<file path="config.mk">
export PLATFORM = sky130hd
export DESIGN_NAME = frame_smac_dhcp_classifier
export DESIGN_NICKNAME = d
export VERILOG_FILES = /design/src/hw/rtl/fsdc_pkg.sv /design/src/hw/rtl/fsdc_in_reg.sv /design/src/hw/rtl/fsdc_hdr_parse.sv /design/src/hw/rtl/fsdc_out_reg.sv /design/src/hw/rtl/frame_smac_dhcp_classifier.sv
export VERILOG_INCLUDE_DIRS = /design/src /design/src/hw/rtl
export SDC_FILE = /design/constraint.sdc
export NUM_CORES = 1
export LEC_CHECK = 0
export BUFFER_PORTS_ARGS = -buffer_cell sky130_fd_sc_hd__buf_2
export CAP_MARGIN = 20
export CORE_MARGIN = 10
export CORE_UTILIZATION = 40
export DETAILED_ROUTE_END_ITERATION = 6
export HOLD_SLACK_MARGIN = 0.15
export PLACE_DENSITY = 0.53
export SLEW_MARGIN = 20
export SYNTH_ARGS = -nofsm -noshare
export SYNTH_HDL_FRONTEND = slang
export SYNTH_SLANG_ARGS = --single-unit
</file>
<file path="constraint.sdc">
create_clock -name clk_i -period 4.22 [get_ports clk_i]
set_input_delay 0.633 -clock clk_i [delete_from_list [all_inputs] [get_ports clk_i]]
set_output_delay 0.633 -clock clk_i [all_outputs]
set_load 0.005 [all_outputs]
</file>
<file path="src/hw/rtl/frame_smac_dhcp_classifier_assert.svh">
// Assertion macros for the frame classifier blocks.
// Depends on nothing; the including module must have clk_i and rst_ni.
`ifndef FRAME_SMAC_DHCP_CLASSIFIER_ASSERT_SVH
`define FRAME_SMAC_DHCP_CLASSIFIER_ASSERT_SVH

// Same-cycle implication, disabled while reset is low
`define FSDC_ASSERT(label, prop, msg) \
  label: assert property (@(posedge clk_i) disable iff (!rst_ni) prop) else $error(msg);

// Next-cycle implication, disabled while reset is low
`define FSDC_ASSERT_NEXT(label, ante, cons, msg) \
  label: assert property (@(posedge clk_i) disable iff (!rst_ni) ante |=> cons) \
    else $error(msg);

`endif

</file>
<file path="src/hw/rtl/fsdc_pkg.sv">
// Shared types and constants for the frame source-MAC / DHCP classifier.
// No dependencies.
package fsdc_pkg;

  // Configuration register indexes
  typedef enum logic [1:0] {
    CfgRouterPrefix = 2'd0,
    CfgSwitchMac    = 2'd1,
    CfgWcMacFirst   = 2'd2,
    CfgWcMacSecond  = 2'd3
  } cfg_idx_e;

  localparam int unsigned CfgIdxW  = 2;
  localparam int unsigned CfgDataW = 48;

  // Source MAC classes
  typedef enum logic [1:0] {
    SmacNone   = 2'd0,
    SmacRouter = 2'd1,
    SmacSwitch = 2'd2,
    SmacWc     = 2'd3
  } smac_class_e;

  // Register reset values
  localparam logic [31:0] RouterPrefixRst = 32'd3089623878;
  localparam logic [47:0] SwitchMacRst    = 48'd193760310615326;
  localparam logic [47:0] WcMacFirstRst   = 48'd82594236066;
  localparam logic [47:0] WcMacSecondRst  = 48'd963354431846;

  // Frame layout
  localparam logic [6:0]  EthHdrLen   = 7'd14;
  localparam logic [6:0]  VlanTagLen  = 7'd4;
  localparam logic [6:0]  PosSmacLo   = 7'd6;
  localparam logic [6:0]  PosSmacHi   = 7'd11;
  localparam logic [6:0]  PosEtypeHi  = 7'd12;
  localparam logic [6:0]  PosEtypeLo  = 7'd13;
  localparam logic [6:0]  PosVlanHi   = 7'd14;
  localparam logic [6:0]  PosVlanLo   = 7'd15;
  localparam logic [6:0]  PosInnerHi  = 7'd16;
  localparam logic [6:0]  PosInnerLo  = 7'd17;
  localparam logic [6:0]  IpProtoOfs  = 7'd9;
  localparam logic [7:0]  IpNeedLen   = 8'd10;
  localparam logic [7:0]  PortNeedLen = 8'd2;
  localparam logic [6:0]  PosMax      = 7'd127;

  localparam logic [15:0] EtVlan   = 16'h8100;
  localparam logic [15:0] EtIpv4   = 16'h0800;
  localparam logic [7:0]  ProtoUdp = 8'd17;
  localparam logic [15:0] PortA    = 16'd67;
  localparam logic [15:0] PortB    = 16'd68;
  localparam logic [3:0]  IhlMin   = 4'd5;

  // Bit positions in the match flags
  localparam int unsigned FlagIpv4 = 0;
  localparam int unsigned FlagUdp  = 1;
  localparam int unsigned FlagPort = 2;

  typedef struct packed {
    logic [7:0] data_byte;
    logic       end_of_frame;
  } in_word_t;

  typedef struct packed {
    smac_class_e smac_class;
    logic        has_vlan;
    logic [11:0] vlan_number;
    logic        is_dhcp;
    logic        truncated;
  } out_word_t;

  typedef struct packed {
    logic [31:0] router_mac_prefix;
    logic [47:0] switch_mac;
    logic [47:0] wc_mac_first;
    logic [47:0] wc_mac_second;
  } cfg_t;

  // Input register contents handed to the parser
  typedef struct packed {
    logic     vld;
    in_word_t word;
  } stage_t;

endpackage

</file>
<file path="src/hw/rtl/fsdc_in_reg.sv">
// Input register: takes one frame byte per cycle from the upstream channel
// while the parser takes the held byte. Depends on fsdc_pkg.
module fsdc_in_reg (
  input  logic              clk_i,
  input  logic              rst_ni,
  input  logic              in_valid_i,
  output logic              in_ready_o,
  input  fsdc_pkg::in_word_t in_word_i,
  input  logic              take_i,
  output fsdc_pkg::stage_t  stg_o
);
  import fsdc_pkg::*;

  logic     vld_q;
  in_word_t word_q;

  // free when empty or when the held word moves on this cycle
  assign in_ready_o = !vld_q || take_i;

  always_ff @(posedge clk_i or negedge rst_ni) begin
    if (!rst_ni) begin
      vld_q <= 1'b0;
    end else if (in_ready_o) begin
      vld_q <= in_valid_i;
    end
  end

  always_ff @(posedge clk_i) begin
    if (in_ready_o && in_valid_i) begin
      word_q <= in_word_i;
    end
  end

  assign stg_o = '{vld: vld_q, word: word_q};

endmodule

</file>
<file path="src/hw/rtl/fsdc_hdr_parse.sv">
// Header parser: per-frame field capture and result build on the last byte.
// Depends on fsdc_pkg and frame_smac_dhcp_classifier_assert.svh.
module fsdc_hdr_parse (
  input  logic                clk_i,
  input  logic                rst_ni,
  input  fsdc_pkg::stage_t    stg_i,
  input  fsdc_pkg::cfg_t      cfg_i,
  input  logic                out_free_i,
  output logic                take_o,
  output logic                res_vld_o,
  output fsdc_pkg::out_word_t res_o
);
  import fsdc_pkg::*;
  `include "frame_smac_dhcp_classifier_assert.svh"

  logic [6:0]  pos_q, pos_d;
  logic [47:0] smac_q, smac_d;
  logic [15:0] etype_q, etype_d;
  logic        tagged_q, tagged_d;
  logic [11:0] vlan_q, vlan_d;
  logic [3:0]  ihl_q, ihl_d;
  logic [2:0]  flags_q, flags_d;
  logic [15:0] port_q, port_d;

  logic [7:0]  b;
  logic        last;
  logic [6:0]  p;
  logic [6:0]  l3;
  logic [6:0]  port_pos;
  logic        ihl_ok;
  logic [7:0]  len;
  logic [7:0]  need;
  logic        trunc;
  smac_class_e cls;

  assign b    = stg_i.word.data_byte;
  assign last = stg_i.word.end_of_frame;
  assign p    = pos_q;

  // a last byte waits until the result register can take it
  assign take_o    = stg_i.vld && (!last || out_free_i);
  assign res_vld_o = take_o && last;

  // L3 start and UDP source port position, from the state before this byte
  assign l3       = tagged_q ? (EthHdrLen + VlanTagLen) : EthHdrLen;
  assign port_pos = l3 + {1'b0, ihl_q, 2'b00};
  assign ihl_ok   = (ihl_q >= IhlMin);

  // Field capture for the current byte
  always_comb begin
    smac_d   = smac_q;
    etype_d  = etype_q;
    vlan_d   = vlan_q;
    ihl_d    = ihl_q;
    flags_d  = flags_q;
    port_d   = port_q;

    if (p >= PosSmacLo && p <= PosSmacHi) begin
      smac_d = {smac_q[39:0], b};
    end
    if (p == PosEtypeHi || p == PosEtypeLo ||
        (tagged_q && (p == PosInnerHi || p == PosInnerLo))) begin
      etype_d = {etype_q[7:0], b};
    end
    tagged_d = tagged_q || (p == PosEtypeLo && etype_d == EtVlan);
    if (tagged_q && (p == PosVlanHi || p == PosVlanLo)) begin
      vlan_d = {vlan_q[3:0], b};
    end
    if (p == l3 && etype_q == EtIpv4) begin
      flags_d[FlagIpv4] = 1'b1;
      ihl_d             = b[3:0];
    end
    if (flags_q[FlagIpv4] && p == l3 + IpProtoOfs && b == ProtoUdp) begin
      flags_d[FlagUdp] = 1'b1;
    end
    if (flags_q[FlagUdp] && ihl_ok) begin
      if (p == port_pos || p == port_pos + 7'd1) begin
        port_d = {port_q[7:0], b};
      end
      if (p == port_pos + 7'd1) begin
        flags_d[FlagPort] = 1'b1;
      end
    end
  end

  // Length check against the bytes the headers need
  always_comb begin
    len  = {1'b0, p} + 8'd1;
    need = {1'b0, l3};
    if (flags_d[FlagIpv4]) begin
      need = {1'b0, l3} + IpNeedLen;
    end
    if (flags_d[FlagUdp] && ihl_ok) begin
      need = {1'b0, port_pos} + PortNeedLen;
    end
    trunc = (len < need);
  end

  // Source MAC class, router prefix first
  always_comb begin
    cls = SmacNone;
    if (p >= PosSmacHi) begin
      if (smac_d[47:16] == cfg_i.router_mac_prefix) begin
        cls = SmacRouter;
      end else if (smac_d == cfg_i.switch_mac) begin
        cls = SmacSwitch;
      end else if (smac_d == cfg_i.wc_mac_first || smac_d == cfg_i.wc_mac_second) begin
        cls = SmacWc;
      end
    end
  end

  always_comb begin
    res_o.smac_class  = cls;
    res_o.has_vlan    = tagged_d;
    res_o.vlan_number = (tagged_d && p >= PosVlanLo) ? vlan_d : 12'd0;
    res_o.is_dhcp     = !trunc && flags_d[FlagPort] && (port_d == PortA || port_d == PortB);
    res_o.truncated   = trunc;
  end

  // Position saturates; state clears after the last byte
  assign pos_d = (pos_q == PosMax) ? pos_q : pos_q + 7'd1;

  always_ff @(posedge clk_i or negedge rst_ni) begin
    if (!rst_ni) begin
      pos_q    <= '0;
      smac_q   <= '0;
      etype_q  <= '0;
      tagged_q <= 1'b0;
      vlan_q   <= '0;
      ihl_q    <= '0;
      flags_q  <= '0;
      port_q   <= '0;
    end else if (take_o) begin
      if (last) begin
        pos_q    <= '0;
        smac_q   <= '0;
        etype_q  <= '0;
        tagged_q <= 1'b0;
        vlan_q   <= '0;
        ihl_q    <= '0;
        flags_q  <= '0;
        port_q   <= '0;
      end else begin
        pos_q    <= pos_d;
        smac_q   <= smac_d;
        etype_q  <= etype_d;
        tagged_q <= tagged_d;
        vlan_q   <= vlan_d;
        ihl_q    <= ihl_d;
        flags_q  <= flags_d;
        port_q   <= port_d;
      end
    end
  end

  // Checks
  `FSDC_ASSERT(a_dhcp_not_trunc, res_vld_o |-> !(res_o.is_dhcp && res_o.truncated), "DHCP flagged on truncated frame")
  `FSDC_ASSERT(a_vid_needs_tag, (res_vld_o && res_o.vlan_number != 12'd0) |-> res_o.has_vlan, "VLAN id without tag")
  `FSDC_ASSERT_NEXT(a_clear_after_last, (take_o && last), (pos_q == 7'd0 && flags_q == 3'd0), "frame state not cleared")
  `FSDC_ASSERT_NEXT(a_pos_step, (take_o && !last && pos_q != PosMax), (pos_q == $past(pos_q) + 7'd1), "byte position did not advance")

endmodule

</file>
<file path="src/hw/rtl/fsdc_out_reg.sv">
// Result register: holds one classification word until downstream takes it.
// Depends on fsdc_pkg.
module fsdc_out_reg (
  input  logic                clk_i,
  input  logic                rst_ni,
  input  logic                res_vld_i,
  input  fsdc_pkg::out_word_t res_i,
  output logic                out_free_o,
  output logic                out_valid_o,
  input  logic                out_ready_i,
  output fsdc_pkg::out_word_t out_word_o
);
  import fsdc_pkg::*;

  logic      vld_q;
  out_word_t word_q;

  // can load when empty or being emptied this cycle
  assign out_free_o = !vld_q || out_ready_i;

  always_ff @(posedge clk_i or negedge rst_ni) begin
    if (!rst_ni) begin
      vld_q <= 1'b0;
    end else if (res_vld_i) begin
      vld_q <= 1'b1;
    end else if (out_ready_i) begin
      vld_q <= 1'b0;
    end
  end

  always_ff @(posedge clk_i) begin
    if (res_vld_i) begin
      word_q <= res_i;
    end
  end

  assign out_valid_o = vld_q;
  assign out_word_o  = word_q;

endmodule

</file>
<file path="src/hw/rtl/frame_smac_dhcp_classifier.sv">
// Frame classifier top level: configuration registers and the three stages.
// Depends on fsdc_pkg, fsdc_in_reg, fsdc_hdr_parse, fsdc_out_reg.
//
// Usage:
//   in channel  : one frame byte per word (data_byte, end_of_frame), starting
//                 at the first destination MAC byte; valid/ready handshake.
//   out channel : one word per frame, issued for the byte marked end_of_frame,
//                 carrying source MAC class, VLAN tag and id, DHCP and
//                 truncation flags; valid/ready handshake.
//   cfg port    : cfg_we_i writes cfg_wdata_i into register cfg_idx_i
//                 (router prefix, switch MAC, two WC MACs); write only
//                 while no frame is in flight.
// Throughput is one byte per cycle unless a last byte waits for a free result
// register: the input register, a single pass of compare-and-shift logic in
// the parser, and the result register, which drives out_valid_o. When the
// receiver stalls, the result stays held and the next frame's bytes keep
// flowing in; only a second last byte waits, which then back-pressures
// in_ready_o. Reset clears all frame state and loads the default MACs.
module frame_smac_dhcp_classifier (
  input  logic                               clk_i,
  input  logic                               rst_ni,
  input  logic                               in_valid_i,
  output logic                               in_ready_o,
  input  fsdc_pkg::in_word_t                 in_word_i,
  output logic                               out_valid_o,
  input  logic                               out_ready_i,
  output fsdc_pkg::out_word_t                out_word_o,
  input  logic                               cfg_we_i,
  input  logic [fsdc_pkg::CfgIdxW-1:0]       cfg_idx_i,
  input  logic [fsdc_pkg::CfgDataW-1:0]      cfg_wdata_i
);
  import fsdc_pkg::*;

  cfg_t      cfg_q;
  stage_t    stg;
  logic      take;
  logic      out_free;
  logic      res_vld;
  out_word_t res;

  // Configuration registers
  always_ff @(posedge clk_i or negedge rst_ni) begin
    if (!rst_ni) begin
      cfg_q.router_mac_prefix <= RouterPrefixRst;
      cfg_q.switch_mac        <= SwitchMacRst;
      cfg_q.wc_mac_first      <= WcMacFirstRst;
      cfg_q.wc_mac_second     <= WcMacSecondRst;
    end else if (cfg_we_i) begin
      unique case (cfg_idx_e'(cfg_idx_i))
        CfgRouterPrefix: cfg_q.router_mac_prefix <= cfg_wdata_i[31:0];
        CfgSwitchMac:    cfg_q.switch_mac        <= cfg_wdata_i;
        CfgWcMacFirst:   cfg_q.wc_mac_first      <= cfg_wdata_i;
        CfgWcMacSecond:  cfg_q.wc_mac_second     <= cfg_wdata_i;
      endcase
    end
  end

  fsdc_in_reg u_in_reg (
    .clk_i      (clk_i),
    .rst_ni     (rst_ni),
    .in_valid_i (in_valid_i),
    .in_ready_o (in_ready_o),
    .in_word_i  (in_word_i),
    .take_i     (take),
    .stg_o      (stg)
  );

  fsdc_hdr_parse u_hdr_parse (
    .clk_i      (clk_i),
    .rst_ni     (rst_ni),
    .stg_i      (stg),
    .cfg_i      (cfg_q),
    .out_free_i (out_free),
    .take_o     (take),
    .res_vld_o  (res_vld),
    .res_o      (res)
  );

  fsdc_out_reg u_out_reg (
    .clk_i       (clk_i),
    .rst_ni      (rst_ni),
    .res_vld_i   (res_vld),
    .res_i       (res),
    .out_free_o  (out_free),
    .out_valid_o (out_valid_o),
    .out_ready_i (out_ready_i),
    .out_word_o  (out_word_o)
  );

endmodule

</file>
### Word-level counts from Yosys, hierarchy flattened

Index checks and enable logic that the tools add are counted.

| word-level totals | value |
|---|---|
| bits in registers | 311 |
| bits in latches | 0 |
| bits in writable memories | 0 |
| memory bits (read-only) | 0 |
| bits of input ports | 64 |
| output and inout bits | 19 |
| logic and storage cells | 127 |
| memories kept | 0 |

| cells by class | value |
|---|---|
| $add $sub $neg | 7 |
| multiply operators | 0 |
| divide/modulo/power cells | 0 |
| $lt $le $gt $ge | 6 |
| eq/ne operators | 24 |
| shift-type cells | 0 |
| muxes and demuxes | 27 |
| bitwise gates (word level) | 1 |
| reduce and logical (&&, ||, !) cells | 40 |

Operators with widths:

| kind | number |
|---|---|
| 48-bit == test | 3 |
| 48-bit two-way mux | 2 |
| 16-bit two-way mux | 5 |
| 16-bit by 7-bit == test with 1-bit output, second input constant | 2 |
| 32-bit == test | 1 |
| 7-bit by 4-bit == test with 1-bit output, second input constant | 4 |
| 7-bit == test | 4 |
| 12-bit two-way mux | 2 |
| 16-bit by 12-bit == test with 1-bit output, second input constant | 1 |
| 16-bit == test, second input constant | 1 |
| 8-bit two-way mux | 2 |
| 1-bit logical AND | 15 |
| 7-bit by 1-bit adder with 7-bit output, second input constant | 2 |
| 7-bit by 5-bit == test with 1-bit output, second input constant | 2 |
| 7-bit by 4-bit >= comparator with 1-bit output, second input constant | 2 |
| 7-bit two-way mux | 2 |
| 2-bit AND reduction | 6 |
| 1-bit logical OR | 11 |
| 7-bit by 1-bit adder with 8-bit output, second input constant | 1 |
| 7-bit by 2-bit adder with 8-bit output, second input constant | 1 |
| 7-bit by 4-bit adder with 8-bit output, second input constant | 1 |
| 8-bit by 5-bit == test with 1-bit output, second input constant | 1 |
| 8-bit less-than comparator | 1 |
| 1-bit two-way mux | 8 |
| 18 further kinds | 25 |

### Longest topological paths before layout

| depth | value |
|---|---|
| word-level depth | 12 |
| gate-level depth with buffers | 15 |
| gate-level depth less buffers | 15 |

### Modules after synthesis

Synthesis repeated with hierarchy kept, for this count alone.

| unflattened totals | value |
|---|---|
| cell total of the unflattened synthesis | 2070 |
| area, all modules | 19862.8 sq um |

By module, submodules not included:

| module | times used | cells each | area each (sq um) | seq. area each (sq um) |
|---|---|---|---|---|
| fsdc_hdr_parse | 1 | 1662 | 12325.6 | 2677.6 |
| frame_smac_dhcp_classifier | 1 | 374 | 6647.6 | 4493.1 |
| fsdc_out_reg | 1 | 20 | 558.0 | 535.5 |
| fsdc_in_reg | 1 | 14 | 331.6 | 295.3 |

### Worst setup path before layout

OpenSTA, ideal clock, no wires.

| timing | value |
|---|---|
| path kind | flip-flop to flip-flop |
| start | register u_hdr_parse.pos_q[0], in the netlist u_hdr_parse.p[0] |
| end | register u_out_reg.word_q, in the netlist u_out_reg.out_word_o[1], data pin |
| setup time | 0.266 ns |
| arrival time | 3.176 ns |
| data required time | 3.954 ns |
| setup slack | 0.779 ns |
| cell stages (with the launch flop) | 15 |
| buffers on the path | 0 |
| clock period less this slack | 3.441 ns |
| cells stage by stage | dfrtp_1 > inv_1 > ha_1 > nor4bb_1 > nand2_1 > nor3_1 > nor2_1 > ha_1 > mux2_2 > ha_1 > o41a_1 > o21ai_0 > a21oi_1 > a211oi_1 > nor4_1 |

RTL lines:

| what | RTL line | RTL |
|---|---|---|
| start, declared | fsdc_hdr_parse.sv:16 | `logic [6:0] pos_q, pos_d;` |
| start signal, assigned | fsdc_hdr_parse.sv:145 | `pos_q <= pos_d;` |
| end signal, assigned | fsdc_out_reg.sv:33 | `word_q <= res_i;` |
| end, declared | fsdc_out_reg.sv:16 | `out_word_t word_q;` |

### Worst setup path in the final report

| timing | value |
|---|---|
| start | register u_hdr_parse.pos_q[4], in the netlist u_hdr_parse.p[4] |
| end | register u_out_reg.word_q, in the netlist u_out_reg.out_word_o[16], data pin |

| on the way | value |
|---|---|
| word-level cells in the longest chain between the ends | 7 |
| elaborated cells between the ends (all ways) | 14 |
| classes of those cells | 3 x order compare; 4 x eq/ne; 3 x mux; 1 x bitwise; 3 x reduce/logical |

RTL lines:

| what | RTL line | RTL |
|---|---|---|
| 7-bit by 3-bit >= comparator with 1-bit output / 7-bit by 4-bit <= comparator with 1-bit output (equally long branches) | fsdc_hdr_parse.sv:58 | `if (p >= PosSmacLo && p <= PosSmacHi) begin` |
| 1-bit logical AND | fsdc_hdr_parse.sv:58 |  |
| 48-bit two-way mux | fsdc_hdr_parse.sv:58 |  |
| 48-bit == test | fsdc_hdr_parse.sv:107 | `end else if (smac_d == cfg_i.wc_mac_first \|\| smac_d == cfg_i.wc_mac_second) begin` |
| 1-bit logical OR | fsdc_hdr_parse.sv:107 |  |
| 2-bit two-way mux | fsdc_hdr_parse.sv:107 |  |
| 2-bit two-way mux | fsdc_hdr_parse.sv:105 | `end else if (smac_d == cfg_i.switch_mac) begin` |

Several ways; a longest one is shown, not always the timed one.
A chain may end at the register's enable or synchronous reset.

==> metrics.md <==
| Metric | Value |
|---|---|
| Status | `finished, violations left` |
| Failing checks | `DRC` |
| Maximum clock insertion buffer count | `3` |
| Final hold violations | `0` |
| Setup slack, reg-to-reg | `0.18 ns` |
| Post-DP HPWL | `81.4 mm` |
| TritonCTS clock tree | `built` |
| Instance count of the mapped netlist | `1,903` |
| Crit path max fanout | `11` |
| Syn-to-layout area delta | `15.4%` |
| DRC Markers | `3` |
| Vias in the first global route | `17,800` |
| Final setup TNS | `0 ns` |
| Core region area | `47,500 um2` |
| Clock Skew | `0.0301 ns` |
| Synthesized flop and latch total | `311` |
| Final period utilization | `95.8%` |
| Clock share of power | `33.7%` |
| Mapped Nets | `1,984` |
| Via count | `18,400` |
| EDFF count, synth | `26` |
| Worst skew pair latency | `0.59 ns` |
| Largest net degree at the start of global routing | `118` |
| 1st-iter DRT viols | `2,728` |
| Worst r2r src | `u_hdr_parse.p[4]$_DFFE_PN0P_` |
| Comb power frac | `21.2%` |
| Hold Crit Class | `in -> async` |
| Die Width | `239 um` |
| Layout Nets | `2,097` |
| Hold-fix buffers, CTS | `0` |
| IO buf count | `82` |
| CP startpoint kind | `flip-flop` |
| PD cells | `434 nW/um2` |
| Vias per cell | `6.90` |
| Internal power | `6.23 mW` |
| Fill count | `4,546` |
| FFs w/ async S/R, synth | `91.6%` |
| H-tree levels | `2` |
| Most frequent cells in the layout | `214 x dfrtp_1, 178 x mux2_2, 135 x buf_4` |
| Reg2reg end | `u_out_reg.out_word_o[16]$_SDFFCE_PP0P_` |
| Reg2reg path depth | `9` |
| Final min period | `4.04 ns` |
| Die ar. | `57,000 um2` |
| Drt pass-1 iters | `7` |
| Final std cells w/o fill | `2,661` |
| GP Congestion | `1.11` |
| Worst VDD drop | `360 uV` |
| Total GRT Usage | `37.0%` |
| Crit path required time | `4.53 ns` |
| Switching share of power | `35.0%` |
| Cell area after synthesis | `19,200 um2` |
| First-pass GRT wire length | `147 mm` |
| Reg clk slew, reported paths | `0.07 ns` |
| Commonest non-fill, non-tap cell in the layout | `dfrtp_1` |
| CP endpoint kind | `flip-flop` |
| Initial antenna violation count | `7` |
| Post-CTS setup buffer count | `0` |
| Crit Path Category | `reg -> reg` |
| Yosys Warn Count | `0` |
| Layout cells sized above 1 | `26.9%` |
| LEAKAGE | `9.06 nW` |
| Die height | `239 um` |
| Seq/Total Area, Yosys | `41.8%` |
| Pins Over Slew Limit | `0` |
| Max-Cap Viols | `0` |
| Max transition margin | `24.2%` |
| Setup violators final | `0` |
| Fmax | `247 MHz` |
| # clock sinks | `311` |
| Switching Power | `3.36 mW` |
| Avg WL per Cell | `40.2 um` |
| # rows | `80` |
| CTS resizes | `0` |
| Flop pwr share | `45.1%` |
| Mean area per synthesized cell | `10.1 um2` |
| CTS Buf Count | `36` |
| CP Data Arrival Time | `4.35 ns` |
| Gr ovfl total | `0` |
| Top Ports | `83` |
| Synth cell types | `83` |
| Placed Cells | `2,593` |
| RSZ-0062 raised after global routing | `no` |
| Starting Density | `40.3%` |
| Post-synth top flop | `dfrtp_1` |
| CP startpoint | `u_hdr_parse.p[4]$_DFFE_PN0P_` |
| Detailed Route WL | `107 mm` |
| Slew @ Worst Pin | `1.14 ns` |
| Routed Antenna Nets | `0` |
| Clk root buf | `clkbuf_16` |
[critical path, stage by stage (launching register included)]
cell and delay [ns]:
dfrtp_1 0.38, buf_4 0.18, nor3_2 0.68, nand2_1 0.69
a21oi_1 0.58, xnor2_1 0.17, nor4_1 0.31, nand4_1 0.11
or4_1 0.46, nor3b_2 0.19
[routing by layer]
| metal | global-route usage (%) | part of all wire, % |
|---|---|---|
| met2 | 53.5 | 42 |
| met4 | 26.0 | 8.2 |
| met1 | 47.0 | 39 |
| met5 | 0 | 0.023 |
| met3 | 10.2 | 11 |
[cell families after synthesis]
group,count (synthesis),share of synthesized area (%)
XOR/XNOR,188,8.60
other,1,0.0196
AND/OR/NAND/NOR,433,12.3
AO/OA/AOI/OAI,509,19.6
multiplexers,197,11.5
buffers and inverters,247,5.12
flip-flops,311,41.8
adder cells (fa/ha/maj),17,1.15
[synthesized netlist by cell type (all sizes together), types with 53 or more instances]
master	instances	area [um2]
dfrtp	214	5360
mux2	178	2000
inv	101	379
xor2	98	858
clkbuf	93	349
a22o	91	797
a21oi	90	450
xnor2	90	788
dfstp	71	1870
nand2	70	263
nor2	67	259
nor2b	60	375
buf	53	253
[area by class of cell]
| type | instances | area, um2 | area share [%] |
|---|---|---|---|
| well taps | 615 | 769 | 3.48 |
| clock buffers | 53 | 1070 | 4.86 |
| repair buffers | 221 | 1510 | 6.85 |
| inverters | 101 | 379 | 1.72 |
| flip-flops and latches | 311 | 8000 | 36.2 |
| clock inverters | 12 | 129 | 0.583 |
| multi-input cells | 1345 | 10200 | 46.3 |
| diodes | 3 | 7.51 | 0.0340 |
[sequential cells by signal, indices dropped and copies added (netlist names)]
signal,cells
u_out_reg.out_valid_o,1
cfg_q,176
u_hdr_parse.port_q,16
u_hdr_parse.tagged_q,1
u_in_reg.stg_o,9
u_hdr_parse.flags_q,3
u_in_reg.vld_q,1
u_out_reg.out_word_o,17
u_hdr_parse.smac_q,48
u_hdr_parse.ihl_q,4
u_hdr_parse.vlan_q,12
u_hdr_parse.p,7
u_hdr_parse.etype_q,16
[stage by stage]
| step | worst slack [ns] | power, mW | utilization (%) | hold slack (ns) | instance area, um2 |
|---|---|---|---|---|---|
| after floorplan | 0.779 | 5.08 | - | 0.337 | 19200 |
| after global placement | 0.345 | 6.30 | 43.9 | 0.484 | 20900 |
| after detailed placement | 0.381 | 6.28 | 43.9 | 0.483 | 20900 |
| after CTS | 0.338 | 9.51 | 46.5 | 0.208 | 22100 |
| after global routing | 0.138 | 9.84 | 46.5 | 0.196 | 22100 |
| final | 0.177 | 9.59 | 46.5 | 0.106 | 22100 |
[how the worst max path moves through the flow]
stage	slack, ns	cells past startpoint	to
6_report	0.18	9	u_out_reg.out_word_o[16]$_SDFFCE_PP0P_
5_1_grt	0.14	9	u_out_reg.out_word_o[16]$_SDFFCE_PP0P_
4_1_cts	0.34	11	u_out_reg.out_word_o[16]$_SDFFCE_PP0P_
3_5_place_dp	0.38	11	u_out_reg.out_word_o[16]$_SDFFCE_PP0P_
3_3_place_gp	0.34	11	u_out_reg.out_word_o[16]$_SDFFCE_PP0P_
2_1_floorplan	0.78	14	u_out_reg.out_word_o[1]$_DFFE_PP_
[power by group through the flow]
stage	sequential, mW	combinational, mW	clock, mW
after detailed placement	4.32	1.96	0
after global routing	4.31	2.15	3.38
final	4.33	2.03	3.23
after floorplan	3.81	1.27	0
after global placement	4.33	1.97	0
after CTS	4.27	1.97	3.27
Note: power is estimated with default switching activity, not from simulation.
